<file path="src/obfs_ram.sv">
// Generic simple dual-port RAM: one write port, one registered read port.
// No dependencies.
module obfs_ram #(
    parameter int WIDTH = 8,
    parameter int DEPTH = 64
) (
    input  logic                     clk,
    input  logic                     we,
    input  logic [$clog2(DEPTH)-1:0] waddr,
    input  logic [WIDTH-1:0]         wdata,
    input  logic [$clog2(DEPTH)-1:0] raddr,
    output logic [WIDTH-1:0]         rdata
);

    logic [WIDTH-1:0] mem [DEPTH];

    always_ff @(posedge clk)
    begin
        if (we)
        begin
            mem[waddr] <= wdata;
        end
        rdata <= mem[raddr];
    end

endmodule

</file>
<file path="config.mk">
export PLATFORM = sky130hd
export DESIGN_NAME = obfs_ram
export DESIGN_NICKNAME = d
export VERILOG_FILES = /design/src/obfs_ram.sv
export SDC_FILE = /design/constraint.sdc
export NUM_CORES = 1
export LEC_CHECK = 0
export ABC_AREA = 1
export BUFFER_PORTS_ARGS = -buffer_cell sky130_fd_sc_hd__buf_2
export CORE_ASPECT_RATIO = 0.75
export CORE_MARGIN = 2
export CORE_UTILIZATION = 54
export DETAILED_ROUTE_END_ITERATION = 8
export HOLD_SLACK_MARGIN = 0.12
export PLACE_DENSITY = 0.7
export SETUP_SLACK_MARGIN = 0.3
export SYNTH_ARGS = -nofsm -noshare
export SYNTH_HDL_FRONTEND = slang
export SYNTH_SLANG_ARGS = --single-unit
</file>
<file path="constraint.sdc">
create_clock -name clk -period 2.35 [get_ports clk]
set_input_delay 0.3525 -clock clk [delete_from_list [all_inputs] [get_ports clk]]
set_output_delay 0.3525 -clock clk [all_outputs]
set_load 0.03 [all_outputs]
</file>
# --- Word level (Yosys, flattened, before mapping) ---
# Memories as Yosys holds them, arrays and structs flattened. A register that Yosys moved wholly into a read port is not among the register bits.
# Index checks and enable logic that the tools add are counted.
op_classes:
  mux: 2
ops:
  columns: ["op", "count"]
  rows:
  - ["2-to-1 mux 1 bit", 2]
totals:
  regBits: 0
  ramBits: 512
  input_bits: 22
  out_inout_bits: 8
  n_memories: 1
mem_list:
  columns: ["name", "words", "word_bits", "rd", "rd_ports_with_merged_regs", "write_ports", "line_no", "source"]
  rows:
  - ["mem", 64, 8, 1, 1, 1, "15", "logic [WIDTH-1:0] mem [DEPTH];"]

# --- Longest topological paths before layout ---
# Gate-level depths: netlist (run 1).
depth:
  ltp_word: 2
  depth_mapped: 12
  mapped_depth_nobuf: 9

# --- Least setup slack after synthesis (run 1) ---
# OpenSTA, ideal clock, no wires.
synth_timing:
  kind: "input to register"
  from: "in we"
  to: "mem mem[48][0] (enable)"
  setup_ns: 0.395
  arrival_ns: 1.724
  t_required_ns: 1.955
  slack_ns: 0.231
  stages: 3
  path_buffers: 1
  cell_sequence: "clkbuf_1 -> nand4_1 -> nor4_1"
synth_via:
  elab_chain_cells: 2
synth_lines:
  columns: ["element", "line_no", "source"]
  rows:
  - ["start: declaration", "8", "input logic we,"]
  - ["2-to-1 mux 1 bit", "19", "if (we)"]
  - ["2-to-1 mux 1 bit (implied by the code)", "21", "mem[waddr] <= wdata;"]
  - ["end: declaration", "15", null]
# No other way between the ends.

# --- Final worst setup path (run 1) ---
layout_timing:
  from: "reg rdata[2], read port of mem"
  to: "out rdata[2]"
layout_lines:
  columns: ["element", "line_no", "source"]
  rows:
  - ["start: declaration", "12", "output logic [WIDTH-1:0] rdata"]
# No word-level cell between the ends.

==> results.txt, run 1 <==
- Number of clock sinks: 520
- CTS Hold Buffers Added: 0
- Total vias in the final route: 14300
- Areal power density over the cells: 792 mW/mm^2
* Fraction of synthesized cell area in xor and xnor cells: 0%
- At the worst endpoint, the required time is 2.00 ns.
* Crit-path max cell delay: 0.45 ns
- Most common cell after layout, fill and taps aside: sky130_fd_sc_hd__nand2_1
- The top cell type by area accounts for 72.0% of the synthesized area.
* Layout overhead on the synthesized area: 11.7%
- Measured against its own limit, the worst slew margin works out to 54.9%.
- TritonCTS clock tree: built
- Power consumption: 0.0189 W
* Worst min-delay path category: primary input to flop
* Chip height: 176 um
- Total global routing overflow: 0
* Highest net fanout along the worst path: 2
- Placed instance area: 0.0224 mm^2
- In the global route stage, overall resource usage came out at 27.2%.
* Crit start category: flop
* Site row count: 63
- Number of max-slew violations in the final report: 0
- Synthesis produced a netlist with a net count of 1827.
- The synthesized design contains 520 register bits.
* Peak supply drop: 607 uV
- Final count of negative-setup-slack endpoints: 0
* Initial antenna violation count: 0
- Worst path top cell family by delay: flip-flops
* CTS max path bufs: 3
- The biggest area contributor in the post-synthesis netlist is sky130_fd_sc_hd__edfxtp_1.
* Worst path bufs/invs: 1
- Summing the areas of all compound-gate instances in the mapped netlist gives 0% of the synthesized area.
* Total negative slack for setup checks: 0 ns
- Synthesized instance count: 1805
* Multiplexer share of the synthesized area: 0%
* Number of buffer cells added on primary ports: 29
* Vias per Instance: 5.86
- Each instance of the synthesized netlist takes up on average 11.8 um^2.
- Sequential share of the synthesized area: 72.8%
- Die Footprint: 0.0411 mm^2
- For this design the static power due to leakage is 8.72 nW.
- The routed design has 54600 um of wire.
- After Yosys synthesis, and, or, nand and nor cells account for 23.2% of the synthesized area.
* Global-route wire length before repair: 83000 um
* H-tree depth reported by CTS: 2
- The number of hold violations in the final report was 0.
- In this run, distinct cell masters in the synthesized netlist total 16.
- Crit path cell chain: buf_2
* Highest-delay cell along the critical path: sky130_fd_sc_hd__dfxtp_1
* Post-route DRC violation count: 0
- Routability-driven placement finished with a final weighted congestion of 0.945.
* Fraction of final layout cells with drive strength greater than 1: 10.5%
* RSZ-0062 raised after global routing: no
* Highest-count cells in the layout ignoring fill and taps: sky130_fd_sc_hd__nand2_1 (648), sky130_fd_sc_hd__edfxtp_1 (512), sky130_fd_sc_hd__nand3_1 (439)
* Post-synthesis share of cell area spent on full adders, half adders and majority gates: 0%
* Initial DRC Count: 2133
- From left edge to right edge, the die measures 234 um.
- For the worst setup path, the data arrival time is 1.27 ns.
* Utilization after layout: 60.7%
* Routed Antenna Nets: 0
- On the final layout, the worst clock skew is 0.0190 ns.
- Cell at the root of the clock tree: sky130_fd_sc_hd__clkbuf_16
* Run status: finished, final reports clean
- After the last flow step, the layout net total stands at 1902.
* Number of buffers created by CTS: 47
- Entering global routing, the biggest net connects 94 pins.
- 30 I/O pins were placed.
- The worst setup path is of the flop to primary output kind.
- Clock period minus worst slack: 1.62 ns
* Main combinational cell family by area after synthesis: simple AND/OR/NAND/NOR gates
* Post-route cell area: 0.0238 mm^2
* Later-pin clock latency in the skew report: 0.57 ns
- Number of global-route vias before repair: 13800
- Once the clock tree was built, the setup fixing pass inserted 0 buffers.
- Register clock-pin slew on the reported worst setup and hold paths: 0.07 ns
* Std-Cell Core Area: 0.0393 mm^2
- The Yosys step of the flow raised 0 warnings.
- Area contributors post-synth: sky130_fd_sc_hd__edfxtp_1 (72%), sky130_fd_sc_hd__nand2_1 (11%), sky130_fd_sc_hd__nand3_1 (10%), sky130_fd_sc_hd__buf_6 (1.8%), sky130_fd_sc_hd__nor2_1 (0.99%)
- Kind of end point of the critical path: primary output
- The first TritonRoute pass finished after 6 iterations.
- Maximum Capacitance Violations: 0
- After detailed routing, the average wire length per cell comes to 22.4 um.
* Portion of the clock cycle consumed by the worst path in the final layout: 69.0%
- Initial core utilization: 54.4%
* Maximum frequency from static timing analysis: 0.617 GHz
* HPWL reported at the end of detailed placement: 33000 um
* Final Hold Slack: 0.160 ns
- Mapped Area: 0.0213 mm^2
* CTS resizes: 0
* Least-Margin Pin Slew: 0.677 ns
-- metrics by stage --
step / setup slack (ns) / cells
after floorplan: 0.231 / 1805
after global placement: 0.372 / 2351
after detailed placement: 0.352 / 2351
after CTS: 0.730 / 2437
after global routing: 0.736 / 2437
final: 0.729 / 2438
-- worst paths after layout --
| kind | from | endpoint | slack [ns] | cells after the start |
|---|---|---|---|---|
| worst max register to register | mem[47][5] | rdata[5] | 1.01 | 8 |
| worst min-delay path | raddr[5] | rdata[4] | 0.16 | 3 |
| worst max-delay path | rdata[2] | rdata[2] | 0.73 | 1 |
| worst min register to register | mem[24][7] | rdata[7] | 0.84 | 8 |
-- flip-flops by register name, summed over array words and instances, names as in the netlist --
register and cells:
mem 512, rdata 8
-- area by class of cell --
type | count | area [um^2]
well taps | 520 | 651
flip-flops and latches | 520 | 15500
clock buffers | 66 | 1290
repair buffers | 139 | 1220
fillers | 3107 | 15400
diodes | 1 | 2.50
clock inverters | 20 | 138
multi-input cells | 1160 | 4950
inverters | 12 | 52.6
-- synthesized netlist by cell type, drive strengths merged --
library cell  instances
buf                  98
nand2               648
edfxtp              512
nor4                  8
inv                  12
nand4                 9
clkbuf               15
nor2                 56
nand3               439
dfxtp                 8
-- layer usage --
metal	wire [um]	up-vias	global-route usage, %
met1	22900	6908	40.2
met4	1390	0	7.70
met2	24000	788	39.7
li1	-	6496	-
met5	0	-	0
met3	6350	88	7.82
-- where the power goes --
| part | leakage [nW] | switching, W | internal [W] |
|---|---|---|---|
| registers | 4.67 | 0.0000417 | 0.0103 |
| clock network | 0.699 | 0.00322 | 0.00404 |
| logic | 3.35 | 0.000968 | 0.000340 |
| total | 8.72 | 0.00423 | 0.0146 |
-- logic make-up after synthesis --
logic type / Yosys count
buf+inv: 125
simple gates: 1160
flops: 520
No activity file was read; power rests on OpenSTA's default activity.
==> run 2, diff against run 1 <==
--- a/config.mk
+++ b/config.mk
@@ -5,14 +5,14 @@
 export SDC_FILE = /design/constraint.sdc
 export NUM_CORES = 1
 export LEC_CHECK = 0
-export ABC_AREA = 1
+export ABC_AREA = 0
 export BUFFER_PORTS_ARGS = -buffer_cell sky130_fd_sc_hd__buf_2
 export CORE_ASPECT_RATIO = 0.75
 export CORE_MARGIN = 2
 export CORE_UTILIZATION = 54
 export DETAILED_ROUTE_END_ITERATION = 8
 export HOLD_SLACK_MARGIN = 0.12
-export PLACE_DENSITY = 0.7
+export PLACE_DENSITY = 0.73
 export SETUP_SLACK_MARGIN = 0.3
 export SYNTH_ARGS = -nofsm -noshare
 export SYNTH_HDL_FRONTEND = slang
==> constraint.sdc (replaced) <==
create_clock -name clk -period 1.45 [get_ports clk]
set_input_delay 0.2175 -clock clk [delete_from_list [all_inputs] [get_ports clk]]
set_output_delay 0.2175 -clock clk [all_outputs]
set_load 0.03 [all_outputs]
==> results.txt, run 2 <==
- Number of register bits inferred by synthesis: 520
- For this design the static power due to leakage is 8.12 nW.
- The top cell types in the final layout, fill and taps aside, are sky130_fd_sc_hd__edfxtp_1 (512), sky130_fd_sc_hd__mux4_2 (126), sky130_fd_sc_hd__buf_4 (108).
- The min-delay analysis places its worst path in the category primary input to flop.
- Global routing used 25.1% of the available tracks across all layers.
* Sum of routed wire length over all layers: 47100 um
- The pre-antenna-repair detailed-routing pass consisted of 5 iterations.
- The die is 171 um tall.
* Synthesized Nets: 962
- The finished layout holds 1686 standard cells, fillers aside.
- In this run the worst path has a maximum fanout of 1.
* Clock period minus worst slack: 1.84 ns
- Maximum frequency from static timing analysis: 0.544 GHz
- Dividing the detail-routed via count by the number of cells gives 6.12.
- Summed over all layers, the global routing overflow is 0.
* # placed instances: 1596
- Largest net degree at the start of global routing: 65
* P_sw: 0.00658 W
- TritonCTS built the clock tree.
* Area share of the largest cell type after synthesis: 76.2%
- In the synthesized netlist the dominant register cell turns out to be sky130_fd_sc_hd__edfxtp_1.
- Routed Antenna Nets: 0
- The worst setup path is of the flop to flop kind.
* Most area-hungry cell type in the Yosys netlist: sky130_fd_sc_hd__edfxtp_1
* Most common cell after layout, fill and taps aside: sky130_fd_sc_hd__edfxtp_1
- Crit start category: flop
- Sequential share of the synthesized area: 77.0%
* Number of clock sinks: 520
- Count of synthesis-stage warnings from yosys: 0
- The synthesized netlist devotes 0% of its cell area to XOR and XNOR gates.
- Sequential group share of total power: 53.6%
- Initial core utilization: 54.6%
- The synthesized design contains 512 enable-type register cells.
- The run finished, with violations left.
* Areal power density over the cells: 1240 mW/mm^2
- Multiplexer share of the synthesized area: 15.9%
- On the final layout, the worst clock skew is 0.0133 ns.
- Summing every instance area after synthesis gives 0.0202 mm^2.
- Int Pwr: 0.0246 W
* Register clock-pin slew on the reported worst setup and hold paths: 0.06 ns
* H-tree depth reported by CTS: 2
- Least-Margin Pin Slew: 1.27 ns
- Site row count: 61
- Final count of negative-setup-slack endpoints: 8
- RSZ-0062 raised after global routing: yes
- Cells with a size suffix above 1 make up 43.8% of the layout.
* Most numerous cell types in the synthesized netlist: sky130_fd_sc_hd__edfxtp_1 (512), sky130_fd_sc_hd__mux4_2 (126), sky130_fd_sc_hd__nor2_1 (83)
- Basic-gate share of the synthesized area counting and, or, nand and nor cells: 3.39%
- Peak supply drop: 1130 uV
- Crit-path max cell delay: 0.55 ns
* Number of buffer cells added on primary ports: 29
* Synthesized instance count: 940
- Maximum Capacitance Violations: 0
- At the worst endpoint, the arrival time is 2.28 ns.
* Initial antenna violation count: 0
* Cell at the root of the clock tree: sky130_fd_sc_hd__clkbuf_16
- The number of max-slew violations in the final report came to 0.
* Main combinational cell family by area after synthesis: multiplexers
- Detailed placement finished with a half-perimeter wire length of 30100 um.
* Failing checks: negative setup slack
* Area contributors post-synth: sky130_fd_sc_hd__edfxtp_1 (76%), sky130_fd_sc_hd__mux4_2 (14%), sky130_fd_sc_hd__nor2_1 (1.5%), sky130_fd_sc_hd__mux2i_1 (1.1%), sky130_fd_sc_hd__dfxtp_1 (0.79%)
* Number of global-route vias before repair: 10300
- Once routing completed, OpenROAD measured the worst setup slack at -0.388 ns.
- The floorplan step defined a core boundary enclosing 0.0369 mm^2.
* Net switching share of the total power: 21.1%
* Kind of end point of the critical path: flop
- The die covers 0.0389 mm^2.
* Chip width: 227 um
- Net total in the final layout: 1166
- Highest-delay cell along the critical path: sky130_fd_sc_hd__mux4_2
- The first global-routing pass estimated 68900 um of wire.
- Of the available clock period, the critical path in the final layout requires 127%.
- 30 I/O pins were placed.
- For the worst-skew pair, the clock arrives at the later sink with an insertion delay of 0.56 ns.
* Hold Vio Cnt, Final: 0
- Of the total synthesized cell area, the portion taken by full adders, half adders and majority gates is 0%.
* Final Hold Slack: 0.151 ns
* Register containing the most flip-flops in the final layout: mem
* Final weighted congestion in routability-driven placement: 0.811
- Detailed routing inserted a total of 10300 vias.
* Flip-flop count of the largest register, all copies and words added: 512
* Endpoint required time on the critical path: 1.89 ns
- N_diodes: 0
- After detailed routing, the number of remaining DRC violations is 0.
- The worst pin sits at a relative slew slack of 15.6%.
* Worst path top cell family by delay: multiplexers
- Summing the areas of all compound-gate instances in the mapped netlist gives 2.07% of the synthesized area.
* Layout overhead on the synthesized area: 25.0%
* Fraction of power consumed by combinational cells: 6.9%
- Largest regs: mem (512), rdata (8)
- The clock passes through at most 3 buffers.
* Mean instance size in the synthesized netlist: 21.5 um^2
* Worst path bufs/invs: 0
- Count of different cell masters after synthesis: 40
- Initial DRC Count: 1185
- sky130_fd_sc_hd__edfxtp_1 is the most common cell in the netlist.
- The clock network burns 39.5% of the power.
* Routed length per instance: 27.9 um
* Number of buffers created by CTS: 47
- Share of flip-flops with an asynchronous set or reset: 0%
* Most numerous cell on the critical path: sky130_fd_sc_hd__mux4_2
* Crit path cell chain: mux4_2, mux4_2, nor2_4, nor3_2, o2bb2ai_1
## run 2: changes by cell type after synthesis, moves of 8 or more
cell	before	now
sky130_fd_sc_hd__buf_2	37	11
sky130_fd_sc_hd__nor2_1	56	83
sky130_fd_sc_hd__nand2_1	648	19
sky130_fd_sc_hd__nand3_1	439	13
sky130_fd_sc_hd__mux4_2	0	126
sky130_fd_sc_hd__nor2b_1	0	14
sky130_fd_sc_hd__o221ai_1	0	8
sky130_fd_sc_hd__mux2_2	0	13
sky130_fd_sc_hd__inv_1	10	0
sky130_fd_sc_hd__buf_6	35	4
sky130_fd_sc_hd__o22ai_1	0	8
sky130_fd_sc_hd__mux2i_1	0	23
## run 2: through the flow
step           setup TNS (ns)  worst slack (ns)  cell area [um^2]  total power (W)  util, %
2_1_floorplan          -24.11            -0.316             20900           0.0181        -
3_3_place_gp           -24.85            -0.819             23400           0.0190     63.4
3_5_place_dp           -46.61            -0.826             23400           0.0190     63.4
4_1_cts                 -2.61            -0.366             25200           0.0314     68.2
5_1_grt                 -2.91            -0.429             25200           0.0320     68.2
6_report                -2.65            -0.388             25200           0.0312     68.2
## run 2: kinds of logic after synthesis
| group | Yosys count |
|---|---|
| AOI/OAI and AO/OA | 54 |
| buffers and inverters | 51 |
| DFF | 520 |
| muxes | 162 |
| and+or+nand+nor | 153 |
## run 2: worst reg2reg max path: cells and delay by family (launching register included)
kind | cells | cell delay (ns)
simple gates | 2 | 0.20
mux | 2 | 1.04
flops | 1 | 0.35
compound gates | 1 | 0.12
## run 2: repair_timing
item | 4_1_cts | 5_1_grt
setup buffers | 0 | 0
cloned | 0 | 0
hold buffers | 3 | 0
endpoints found under the hold margin | 3 | 0
endpoints found under the setup margin | 16 | 16
resized for setup | 51 | 5
pin swaps | 3 | 1
## run 2: final timing paths
check,startpoint,end,slack [ns],depth (start not counted)
worst min-delay path,wdata[1],mem[55][1],0.15,2
worst max register to register,mem[15][2],rdata[2],-0.39,5
worst max-delay path,mem[15][2],rdata[2],-0.39,5
worst min register to register,mem[18][2],rdata[2],0.85,4
## run 2: power by group through the flow
| stage | logic, W | clock network (W) | registers, W |
|---|---|---|---|
| finish | 0.00215 | 0.0123 | 0.0167 |
| global route | 0.00226 | 0.0131 | 0.0167 |
| CTS | 0.00214 | 0.0125 | 0.0167 |
| detailed placement | 0.00202 | 0 | 0.0170 |
| global placement | 0.00198 | 0 | 0.0170 |
| floorplan | 0.00104 | 0 | 0.0170 |
## run 2: cell type report
cell class	instances	area (um^2)
Clock inverter	29	240
Tap cell	504	631
Sequential cell	520	15600
Clock buffer	58	1290
Timing Repair Buffer	206	2400
Multi-Input combinational cell	369	5100
Fill cell	2305	11700
## run 2: metal layers
| metal | GRT usage, % | wire length (um) | share of wire [%] | up-vias |
|---|---|---|---|---|
| li1 | - | - | - | 4359 |
| met5 | 0 | 0 | 0 | - |
| met1 | 38.1 | 20100 | 43 | 5414 |
| met4 | 8.16 | 1410 | 3.0 | 0 |
| met2 | 36.9 | 21500 | 46 | 459 |
| met3 | 5.16 | 4070 | 8.7 | 80 |
==> run 3, diff against run 2 <==
--- a/config.mk
+++ b/config.mk
@@ -14,6 +14,7 @@
 export HOLD_SLACK_MARGIN = 0.12
 export PLACE_DENSITY = 0.73
 export SETUP_SLACK_MARGIN = 0.3
+export SKIP_CTS_REPAIR_TIMING = 1
 export SYNTH_ARGS = -nofsm -noshare
 export SYNTH_HDL_FRONTEND = slang
 export SYNTH_SLANG_ARGS = --single-unit
==> results.txt, run 3 (synthesis results as in run 2) <==
- Summed over all layers, the routed wires come to 47100 um.
- For the worst setup path, the data required time is 1.89 ns.
- The register with the most flip-flops in the final layout is mem.
* Highest net fanout along the worst path: 1
* Largest regs: mem (512), rdata (8)
- The first global-routing pass estimated 68100 um of wire.
- Measured along the y axis, the die boundary spans 171 um.
- Layout overhead on the synthesized area: 24.8%
* Number of global-route vias before repair: 10300
* CTS max path bufs: 3
- The library cell used most frequently in the layout, excluding fill and tap cells, is sky130_fd_sc_hd__edfxtp_1.
- In this run the remaining antenna-violating nets after routing total 0.
- Portion of the clock cycle consumed by the worst path in the final layout: 128%
* Highest-count cells in the layout ignoring fill and taps: sky130_fd_sc_hd__edfxtp_1 (512), sky130_fd_sc_hd__mux4_2 (126), sky130_fd_sc_hd__buf_4 (108)
- The count of buffers added on input and output ports is 29.
* Initial core utilization: 54.6%
- After global routing the overflow that remains totals 0.
- In this run, placement finished with an instance count of 1596.
- Relative slew slack: 15.7%
* Crit start category: flop
- The final route contains 10400 vias.
- Path depth of the worst reg2reg path: 5
* Worst min-delay path category: primary input to flop
- The net count of the finished layout is 1165.
- Register clock-pin slew on the reported worst setup and hold paths: 0.06 ns
* HPWL reported at the end of detailed placement: 30100 um
- Across the VDD grid, the largest voltage drop is 1120 uV.
- Global routing used 24.8% of the available tracks.
- In this run the count of I/O pins placed on the die edge is 30.
- Across the run, the number of max-cap violations was 0.
- Kind of end point of the critical path: flop
* Final cell count without fillers: 1685
* Number of buffers created by CTS: 47
- Later-pin clock latency in the skew report: 0.56 ns
* Flip-flop count of the largest register, all copies and words added: 512
* Final count of negative-setup-slack endpoints: 8
* Arrival time at the worst endpoint: 2.30 ns
- First-pass DRT Iterations: 5
- H-tree depth reported by CTS: 2
- The flow ran to the end, but the final reports show violations.
* Hold Vio Cnt, Final: 0
- The tree built by TritonCTS fans out to 520 sinks.
* N_diodes: 0
- Top layer in use: met4
- Wire length on met3: 3840 um
- Measured along the x axis, the die boundary spans 227 um.
* Final weighted congestion in routability-driven placement: 0.811
- After detailed routing, the wire length on met1 is 20300 um.
* Std-Cell Core Area: 0.0369 mm^2
- Dividing total power by cell area gives a power density of 1240 mW/mm^2.
- Worst path setup slack after routing: -0.409 ns
* Clock period minus worst slack: 1.86 ns
* Site row count: 61
- Initial DRC Count: 1204
- Number of max-slew violations in the final report: 0
- Setup Skew: 0.0132 ns
* Failing checks: negative setup slack
- At the pin with the least slew margin, the transition time is 1.26 ns.
- The tree is rooted in a sky130_fd_sc_hd__clkbuf_16.
- Post-route DRC violation count: 0
- Dividing the detail-routed via count by the number of cells gives 6.16.
- In the final timing run, aggregate negative setup slack is -2.75 ns.
- WHS Path Cells: 2
* Maximum frequency from static timing analysis: 0.538 GHz
- TritonCTS built the clock tree.
* Initial antenna violation count: 0
- Fraction of final layout cells with drive strength greater than 1: 43.8%
* Die Footprint: 0.0389 mm^2
- Summed over all cells, the static leakage comes to 8.10 nW.
* Type of the worst setup path: flop to flop
- Met2 routed WL: 21500 um
- Setup repair after global routing could not meet its margin everywhere.
- Dividing the detail-routed wire length by the instance count gives 27.9 um.
- Largest net degree at the start of global routing: 65
## run 3: changes by cell type in the layout (fill, tap and decap cells not counted)
| cell | delta |
|---|---|
| sky130_fd_sc_hd__mux2_2 | +2 |
| sky130_fd_sc_hd__mux2_4 | -2 |
| sky130_fd_sc_hd__dfxtp_2 | +1 |
| sky130_fd_sc_hd__dfxtp_4 | -1 |
| sky130_fd_sc_hd__dlygate4sd3_1 | -1 |
| sky130_fd_sc_hd__nor2_2 | +1 |
| sky130_fd_sc_hd__nor2_4 | -1 |
| sky130_fd_sc_hd__o221a_2 | +1 |
| sky130_fd_sc_hd__o221a_4 | -1 |
| sky130_fd_sc_hd__o32ai_1 | +1 |
| sky130_fd_sc_hd__o32ai_2 | -1 |
## run 3: final timing paths
path	start	end	slack [ns]
setup / recovery	mem[13][2]	rdata[2]	-0.41
hold / removal	wdata[1]	mem[55][1]	0.14
setup reg to reg	mem[13][2]	rdata[2]	-0.41
hold reg to reg	mem[18][2]	rdata[2]	0.86
## run 3: final cells by class
| cell class | count | area [um^2] |
|---|---|---|
| clock buffers | 58 | 1290 |
| clock inverters | 29 | 240 |
| fillers | 2315 | 11800 |
| multi-input cells | 369 | 5070 |
| flip-flops and latches | 520 | 15500 |
| well taps | 504 | 631 |
| repair buffers | 205 | 2390 |
## run 3: worst max-delay path, cell delays in order, from the launching register on
cell and delay (ns):
sky130_fd_sc_hd__edfxtp_1 0.37, sky130_fd_sc_hd__mux4_2 0.47, sky130_fd_sc_hd__mux4_2 0.55, sky130_fd_sc_hd__nor2_4 0.15
sky130_fd_sc_hd__nor3_2 0.05, sky130_fd_sc_hd__o2bb2ai_1 0.13
## run 3: metal layers
metal	track usage, %	vias up
met3	4.92	81
met5	0	-
met2	36.6	450
met4	7.79	0
met1	37.7	5486
li1	-	4356
## run 3: report_power, final
part           total, W  switching (W)  internal [W]
Sequential       0.0167      0.0000540        0.0166
Clock            0.0123        0.00531       0.00702
Combinational   0.00214        0.00122      0.000913
## run 3: metrics by stage
stage                     hold slack, ns  utilization, %  power (W)  instance area [um^2]  worst slack, ns
after floorplan                    0.316               -     0.0181                 20900           -0.316
after detailed placement           0.676            63.4     0.0190                 23400           -0.826
after CTS                         0.0845            67.6     0.0312                 25000           -0.607
after global routing               0.132            68.1     0.0320                 25200           -0.435
final                              0.142            68.1     0.0312                 25200           -0.409
after global placement             0.679            63.4     0.0190                 23400           -0.819
